==> config.mk <==
export PLATFORM = sky130hd
export DESIGN_NAME = rmla_cell
export DESIGN_NICKNAME = d
export VERILOG_FILES = /design/src/hdl/rmla_pkg.sv /design/src/hdl/rmla_cell.sv
export SDC_FILE = /design/constraint.sdc
export NUM_CORES = 1
export LEC_CHECK = 0
export BUFFER_PORTS_ARGS = -buffer_cell sky130_fd_sc_hd__buf_2
export CAP_MARGIN = 40
export CORE_ASPECT_RATIO = 1.1
export CORE_MARGIN = 4
export CORE_UTILIZATION = 45
export DETAILED_ROUTE_END_ITERATION = 8
export PLACE_DENSITY_LB_ADDON = 0.15
export SLEW_MARGIN = 20
export SYNTH_ARGS = -nofsm -noshare
export SYNTH_HDL_FRONTEND = slang
export SYNTH_SLANG_ARGS = --single-unit
==> constraint.sdc <==
create_clock -name clk_i -period 0.8 [get_ports clk_i]
set_input_delay 0.12 -clock clk_i [delete_from_list [all_inputs] [get_ports clk_i]]
set_output_delay 0.12 -clock clk_i [all_outputs]
set_load 0.01 [all_outputs]
==> src/hdl/rmla_pkg.sv <==
package rmla_pkg;

  // fixed field widths
  localparam int unsigned SAMPLE_W = 16;
  localparam int unsigned MEAN_W   = 32;
  localparam int unsigned COMO_W   = 64;
  localparam int unsigned COUNT_W  = 32;
  localparam int unsigned AC_W     = 16;
  localparam int unsigned CFG_W    = 4;
  localparam int unsigned FRAC_W   = 16;

  // divider geometry
  localparam int unsigned DIV_W  = 64;
  localparam int unsigned STEP_W = 7;

  // division lengths in steps
  localparam logic [STEP_W-1:0] STEPS_TERM  = 7'd48;
  localparam logic [STEP_W-1:0] STEPS_MEAN  = 7'd32;
  localparam logic [STEP_W-1:0] STEPS_VAR   = 7'd64;
  localparam logic [STEP_W-1:0] STEPS_RATIO = 7'd15;

  // autocorrelation saturation codes
  localparam logic [AC_W-1:0] AC_POS_SAT = 16'h7fff;
  localparam logic [AC_W-1:0] AC_NEG_SAT = 16'h8000;

  // one lag record held by a cell
  typedef struct packed {
    logic signed [SAMPLE_W-1:0] sample;
    logic signed [MEAN_W-1:0]   mean;
    logic signed [COMO_W-1:0]   como;
  } rec_t;

  // cell control
  typedef struct packed {
    logic shift;
    logic rot;
  } cell_ctl_t;

  // divider request
  typedef struct packed {
    logic              start;
    logic [STEP_W-1:0] steps;
    logic [DIV_W-1:0]  num;
    logic [DIV_W-1:0]  rem0;
    logic [DIV_W-1:0]  den;
  } div_req_t;

  // signed 64-bit add with saturation
  function automatic logic signed [COMO_W-1:0] sat_add64(
    input logic signed [COMO_W-1:0] a,
    input logic signed [COMO_W-1:0] b
  );
    logic [COMO_W:0] s;
    s = {a[COMO_W-1], a} + {b[COMO_W-1], b};
    if (s[COMO_W] != s[COMO_W-1]) begin
      sat_add64 = s[COMO_W] ? {1'b1, {(COMO_W-1){1'b0}}} : {1'b0, {(COMO_W-1){1'b1}}};
    end else begin
      sat_add64 = s[COMO_W-1:0];
    end
  endfunction

endpackage

==> src/hdl/rmla_cell.sv <==
module rmla_cell (
  input  logic                       clk_i,
  input  logic                       rst_ni,
  input  rmla_pkg::cell_ctl_t        ctl_i,
  input  logic signed [15:0]         shift_sample_i,
  input  rmla_pkg::rec_t             rot_rec_i,
  output rmla_pkg::rec_t             rec_o
);
  import rmla_pkg::*;

  rec_t rec_q;

  // rotate takes the whole record from the next cell, shift moves samples only
  always_ff @(posedge clk_i or negedge rst_ni) begin
    if (!rst_ni) begin
      rec_q <= '0;
    end else if (ctl_i.rot) begin
      rec_q <= rot_rec_i;
    end else if (ctl_i.shift) begin
      rec_q.sample <= shift_sample_i;
    end
  end

  assign rec_o = rec_q;

endmodule

==> flow_results.org, run 1 <==
** Outcome
- The run finished, with violations left.
- The final reports fail on setup timing.

** Global route
- GR Overflow Total :: 0
- The first global-routing pass estimated 17600 um of wire.
- The via count of the first global-routing pass is 3568.
- Maximum number of pins on one net before global-route repair :: 36
- The number of antenna violations at the first check in global routing was 0.
- Global routing used 18.2% of the available tracks.

** Clocking
- Maximum buffer depth of the clock tree :: 2
- Clock sink total :: 112
- Counting the buffers created by CTS gives 9.
- Clock latency on the worst-skew pair, taken at its later pin, is 0.33 ns.
- TritonCTS built the clock tree.
- Number of H-tree branching levels :: 3
- The tree is rooted in a clkbuf_16.
- Worst-path clk slew :: 0.07 ns

** Power and ir drop
- Areal power density over the cells :: 1950 nW/um^2
- Static power due to leakage :: 3.89 nW
- IR analysis of the VDD net gives a maximum drop of 1.02 mV.

** Critical path
- At the worst endpoint, the required time is 0.68 ns.
- Reg-to-reg slack, setup :: -0.11 ns
- Together, buffers and inverters on the worst path number 1.
- On the critical path, the stage with the largest delay is an instance of dfrtp_1.
- The worst setup path is of the reg2out kind.
- Kind of cell with the highest combined delay on the critical path :: flip-flops
- For the worst setup path, the data arrival time is 0.88 ns.
- Slowest stage delay, CP :: 0.40 ns
- The worst setup path is captured at an output port.
- The signal on the critical path passes through buf_2.
- In this run the worst path has a maximum fanout of 2.
- CP Launch Type :: flip-flop

** Detailed routing
- WL per Instance :: 15.9 um
- For this block, the routed nets add up to 11900 um of wire.
- Detailed routing inserted a total of 3354 vias.
- For this block, the initial DRC count from the detailed router was 100.
- In the routed layout, each cell is associated on average with a via count of 4.48.
- For this run, the detailed router's first-pass iteration total came to 4.
- In this run the remaining antenna-violating nets after routing total 0.
- In the routed design, unresolved DRC markers number 0.

** Floorplan
- Die ar. :: 12200 um^2
- Site Rows :: 39
- In this run the standard cell core region covers 10300 um^2.
- Measured along the x axis, the die boundary spans 106 um.
- IO Pins :: 244
- Once the floorplan was initialized, standard cells occupied 45.9% of the core.
- From bottom edge to top edge, the die measures 116 um.

** Timing
- Final number of setup-violating endpoints :: 176
- The total count of max-transition violations in the final report is 0.
- Number of hold violations in the final report :: 0
- After layout, the worst setup slack is -0.202 ns.
- The clock arrives with 0 ns of skew.
- Min Clock Period, post-route :: 1.00 ns
- After layout, the worst path uses 125% of the clock period.
- For this run, the top clock speed supported by timing is 998 MHz.
- RSZ-0062 raised after global routing :: yes
- At the pin with the least slew margin, the transition time is 0.247 ns.
- In this run the tightest slew margin relative to its limit is 83.5%.

** Cells and area
- P&R area growth vs syn :: 54.2%
- Flip-flop count of the largest register after layout :: 112
- Share of layout cells above drive strength 1 :: 70.8%
- In the final layout, the multi-input gates occupy 1720 um^2.
- Final-layout fill cell count :: 747
- Most used cells in the layout excluding fill and tap cells :: 213 x buf_2, 112 x dfrtp_1, 89 x mux2_4
- Flip-flop and latch area :: 2800 um^2
- Final design utilization :: 70.7%
- Most common library cell in the layout ignoring fill and taps :: buf_2
- After the last flow step, the layout net total stands at 733.
- Ant. Diodes :: 0

** Logic synthesis
- Cell count after synthesis :: 272
- The top cell type by area accounts for 59.1% of the synthesized area.
- The synthesized netlist contains 10 unique library cells.
- Flip-flop and latch count after synthesis :: 112
- Synth area leader :: dfrtp_1
- Number of warnings reported in the yosys synthesis log :: 0
- Top post-synthesis cells by area :: dfrtp_1 59%, mux2_4 28%, buf_12 3.4%
- Synth Net Count :: 404
- After synthesis the cells add up to 4740 um^2.
- Summing the sequential cell areas from Yosys gives 59.1% of the chip area.
- A synthesized cell averages 17.4 um^2.

** Place
- Count of buffers inserted at the top-level ports :: 243
- Pre-CTS setup slack :: -0.174 ns
- DPL Wire Length :: 8480 um
- At the end of routability-driven placement, the weighted congestion stood at 0.777.

** Min path
- The path class of the tightest hold or removal check is in2reg.

** Run
- Reported max-cap violation count :: 0
==> final cells by class <==
class	count	area share, %
Sequential cell	112	38.3
Clock inverter	5	0.787
Tap cell	143	2.45
Clock buffer	11	3.18
Timing Repair Buffer	334	31.8
Multi-Input combinational cell	144	23.5
==> metrics by stage <==
stage / cells / hold slack, ns / TNS, ns / cell area (um^2) / total power [W]
finish: 749 / 0.00655 / -25.03 / 7310 / 0.0143
global route: 749 / 0.000858 / -30.62 / 7310 / 0.0150
CTS: 723 / 0.0000686 / -24.54 / 6970 / 0.0141
detailed placement: 656 / 0.00614 / -13.41 / 6140 / 0.00922
global placement: 656 / 0.00339 / -12.86 / 6140 / 0.00917
floorplan: 272 / -0.176 / -1.36 / 4760 / 0.00801
==> power by group <==
group / switching (W) / total [W] / leakage [nW] / internal, W
sequential: 0.000355 / 0.00658 / 1.32 / 0.00622
combinational: 0.00121 / 0.00332 / 2.44 / 0.00211
clock: 0.00195 / 0.00438 / 0.132 / 0.00243
==> final timing paths <==
check                                           start                     to  depth (start not counted)
worst min register to register  rec_o[37]$_DFFE_PN0P_  rec_o[37]$_DFFE_PN0P_                          1
min in group asynchronous                      rst_ni  rec_o[65]$_DFFE_PN0P_                          2
worst max-delay path            rec_o[89]$_DFFE_PN0P_              rec_o[89]                          1
worst max register to register  rec_o[38]$_DFFE_PN0P_  rec_o[38]$_DFFE_PN0P_                          2
worst min-delay path                    rot_rec_i[99]  rec_o[99]$_DFFE_PN0P_                          3
max in group asynchronous                      rst_ni  rec_o[78]$_DFFE_PN0P_                          3
==> synth_stat cells, drive strengths merged <==
library cell,instances
buf,16
nand2,16
mux2i,16
o21ai,16
mux2,96
dfrtp,112
==> cells by family after synthesis <==
logic type	share of synthesized area, %
and+or+nand+nor	1.27
AOI/OAI and AO/OA	1.69
muxes	33.1
buffers and inverters	4.83
DFF	59.1
==> repair_timing <==
item,4_1_cts,5_1_grt
buffers inserted,44,19
setup endpoints to repair,112,162
endpoints found under the hold margin,118,8
hold buffers,7,8
pin swaps,0,1
resized for setup,26,32
==> worst reg2reg max path, stage by stage (launching register included) <==
cell and delay, ns:
dfrtp_1 0.40, buf_4 0.14, mux2_4 0.26
==> per-layer routing <==
layer | vias up | part of all wire, % | track usage (%)
li1 | 1598 | - | -
met1 | 1591 | 40 | 22.1
met2 | 145 | 51 | 31.5
met3 | 20 | 6.0 | 4.79
met4 | 0 | 2.6 | 7.17
met5 | - | 0 | 0
Power figures use the tool's default switching activity.
==> run 2: changes to the inputs <==
- ABC_AREA: unset -> 1
- CORE_UTILIZATION: 45 -> 44
==> run 2 against run 1 <==
  * Core utilization is 11 points higher
  * Flip-flop and latch count stayed put
  * Routed wire length is 35% higher
  * Global-route usage is 7.1 points higher
  * Combinational power is 3% lower
  * Clock power is 26% lower
  * Critical path depth stayed put
  * Clock skew stayed put
  * Setup slack worse by 0.057 ns
  * The run still ends with setup timing left
  * Largest power group unchanged
  * Clock-buffer cell count is 2 higher
  * Cell count is 37% higher
==> flow_results.org, run 2 <==
** Outcome
- Status :: finished, violations left
- The checks that failed: setup timing.

** Power and ir drop
- The net switching share of the total power is 27.5% (+2.8 points).
- Sw power :: 0.00355 W (+0.82%)
- Areal power density over the cells :: 1660 nW/um^2 (-15%)
- Relative contribution of combinational cells to total power :: 24.9% (+1.6 points)
- Clock share of power :: 24.9% (-5.8 points)
- IR drop worst, VDD :: 1.06 mV (+4.4%)
- Seq pwr share :: 50.2% (+4.1 points)
- The internal power contribution was 0.00939 W (-13%).
- The leakage power total is 4.37 nW (+12%).

** Critical path
- The critical-path maximum fanout is 2 (unchanged).
- The endpoint required time on the critical path came to 0.68 ns (about the same).
- Total number of cells along the worst setup path :: 1 (unchanged)
- Walking the worst path, the cells encountered are buf_2.
- The signal arrival time at the worst endpoint came to 0.94 ns (+0.06 ns).
- The slowest stage of the critical path is the dfrtp_1 cell.
- Classification of the worst setup path :: reg2out
- STA classifies the critical path startpoint as a flip-flop.
- Slowest stage delay, CP :: 0.42 ns (+0.02 ns)
- Number of buffer and inverter stages on the critical path :: 1 (unchanged)
- STA classifies the critical path endpoint as an output port.
- Kind of cell with the highest combined delay on the critical path :: flip-flops
- The depth of the worst register-to-register path was 4 (+2).

** Cells and area
- Ant. Diodes :: 0 (unchanged)
- Number of nets in the layout :: 1039 (+42%)
- P&R area growth vs syn :: 78.5%
- Flip-flop count of the largest register after layout :: 112 (unchanged)
- Most used cells in the layout excluding fill and tap cells :: 312 x nand2_1, 205 x buf_2, 120 x dlygate4sd3_1
- Leaving out fill and tap cells, the most frequent cell in the layout is nand2_1.
- Share of layout cells above drive strength 1 :: 36.6% (-34 points)
- Final design utilization :: 81.8% (+11 points)

** Clocking
- The TritonCTS buffer count came to 9 (unchanged).
- Clock Tree Root :: clkbuf_8
- The worst-skew pair later-pin latency came to 0.36 ns (+0.03 ns).
- The number of sinks driven by the clock tree came to 112 (unchanged).
- Maximum buffer depth of the clock tree :: 2 (unchanged)
- Number of H-tree branching levels :: 3 (unchanged)
- The clock-pin slew of the registers on the worst-case setup and hold paths is 0.09 ns (+0.02 ns).
- CTS tree :: done

** Run
- The number of max-cap violations is 0 (unchanged).

** Floorplan
- Initial core utilization :: 45.9% (about the same)
- IO Pins :: 244 (unchanged)
- Site Rows :: 37 (-5.1%)
- The die width was 103 um (-2.7%).
- The y dimension of the die is 113 um (-2.7%).
- The area enclosed by the die boundary is 11600 um^2 (-5.3%).
- The placeable core region came to 9540 um^2 (-7.8%).

** Global route
- Overall fraction of global-route tracks in use :: 25.4% (+7.1 points)
- Global-route wire length before repair :: 23200 um (+32%)
- The number of antenna violations at the first check in global routing was 0 (unchanged).
- GR Overflow Total :: 0 (unchanged)
- The via count of the first global-routing pass came to 4848 (+36%).
- The maximum number of pins on one net before global-route repair was 66 (+83%).

** Logic synthesis
- The number of standard cells after synthesis was 494 (+82%).
- The sequential-to-total area share from yosys stat is 64.1% (+5.0 points).
- The area share of the leading cell type in the synthesized netlist is 64.1% (+5.0 points).
- Most instantiated cells after synthesis :: 320 x nand2_1, 112 x dfrtp_1, 32 x nand3_1, 19 x buf_4, 8 x buf_2
- Most common flop cell mapped by yosys :: dfrtp_1
- The proportion of synthesized flip-flops having asynchronous set or reset was 100% (unchanged).
- The number of synthesized flops with an enable pin came to 0 (unchanged).
- Synthesized area divided by synthesized cell count :: 8.85 um^2 (-49%)
- Synth Net Count :: 626 (+55%)
- Top post-synthesis cells by area :: dfrtp_1 64%, nand2_1 27%, nand3_1 3.7%
- Netlist area before placement :: 4370 um^2 (-7.8%)
- Flip-flop and latch count after synthesis :: 112 (unchanged)
- Synth area leader :: dfrtp_1
- Number of warnings reported in the yosys synthesis log :: 0 (unchanged)
- Number of distinct library cell variants in the gate-level netlist after synthesis :: 8 (-2)
- Yosys instantiated no cell more often than nand2_1.

** Timing
- Final total negative setup slack :: -24.51 ns (+0.514 ns)
- The clock period minus final worst setup slack is 1.06 ns (+0.0569 ns).
- Final number of setup-violating endpoints :: 120 (-32%)
- The worst relative slew slack came to 80.8% (-2.7 points).
- The final worst setup slack came to -0.259 ns (-0.0569 ns).
- The maximum clock frequency came to 945 MHz (-5.4%).
- RSZ-0062 raised after global routing :: yes
- The slew at the pin closest to its max-slew limit came to 0.288 ns (+0.0402 ns).
- Number of hold violations in the final report :: 0 (unchanged)
- The total count of max-transition violations in the final report was 0 (unchanged).
- The period utilization came to 132% (+7.1 points).
- The clock skew is 0 ns (unchanged).

** Detailed routing
- The detailed-route wire length per cell came to 15.6 um (-1.6%).
- The count of routing violations after the opening detailed-route iteration came to 209 (+110%).
- Routed Antenna Nets :: 0 (unchanged)
- Detailed Routing Iterations Pass 1 :: 5 (+1)
- Number of vias per cell after detailed routing :: 4.86 (+8.5%)
- DR vias :: 5001 (+49%)
- The routed wire length is 16100 um (+35%).
- Total DRC errors in the routed layout :: 0 (unchanged)

** Place
- Routability cong. :: 0.800 (+2.9%)
- DPL Wire Length :: 9010 um (+6.3%)
- The number of I/O port buffers is 243 (unchanged).

** Min path
- Hold path cells :: 3 (unchanged)
- Hold Path Class :: in2reg
==> run 2: what timing repair did <==
item                                    4_1_cts  5_1_grt
pin swaps                                     0        2
endpoints found under the hold margin       224        0
setup buffers                                20       36
endpoints found under the setup margin      112      114
hold buffers                                120        0
resized for setup                            17       32
cloned                                        0        0
==> run 2: final cells by class <==
type / instances / area (um^2)
Timing Repair Buffer: 430 / 3270
Sequential cell: 112 / 2800
Fill cell: 545 / 1730
Multi-Input combinational cell: 353 / 1400
Tap cell: 117 / 146
Clock buffer: 13 / 139
Clock inverter: 3 / 42.5
Inverter: 1 / 5.00
==> run 2: logic make-up (layout without fill, tap and decap cells) <==
kind of cell           Yosys count  count (layout)  synth area share, %
DFF                            112             112                 64.1
buffers and inverters           29             447                 4.52
and+or+nand+nor                353             353                 31.4
==> run 2: worst paths after layout <==
check                                       start                      to  slack, ns
max                        rec_o[107]$_DFFE_PN0P_              rec_o[107]      -0.26
min                             shift_sample_i[0]   rec_o[96]$_DFFE_PN0P_       0.02
max reg2reg                rec_o[101]$_DFFE_PN0P_  rec_o[101]$_DFFE_PN0P_      -0.11
min reg2reg                 rec_o[55]$_DFFE_PN0P_   rec_o[55]$_DFFE_PN0P_       0.48
max in group asynchronous                  rst_ni   rec_o[60]$_DFFE_PN0P_       0.17
min in group asynchronous                  rst_ni   rec_o[51]$_DFFE_PN0P_       0.17
==> run 2: through the flow <==
step | total power (W) | hold slack, ns | cell area, um^2 | worst slack (ns) | std cells
after floorplan | 0.00745 | -0.176 | 4370 | 0.0227 | 494
final | 0.0129 | 0.0245 | 7800 | -0.259 | 1029
after CTS | 0.0126 | 0.00543 | 7380 | -0.265 | 994
after global placement | 0.00862 | 0.00373 | 5750 | -0.0503 | 838
after detailed placement | 0.00866 | 0.0000244 | 5750 | -0.0823 | 838
after global routing | 0.0136 | 0.00882 | 7800 | -0.289 | 1029
==> run 2: power by group through the flow <==
stage	logic (W)	clock network, W	registers [W]
6_report	0.00323	0.00322	0.00649
5_1_grt	0.00351	0.00353	0.00654
4_1_cts	0.00280	0.00333	0.00644
3_5_place_dp	0.00213	0	0.00653
3_3_place_gp	0.00209	0	0.00653
2_1_floorplan	0.000674	0	0.00678
==> run 2: per-layer routing <==
metal	routed length, um	track usage [%]
met1	5830	29.8
met2	8320	43.2
met3	1190	5.03
met4	748	12.9
met5	0	0
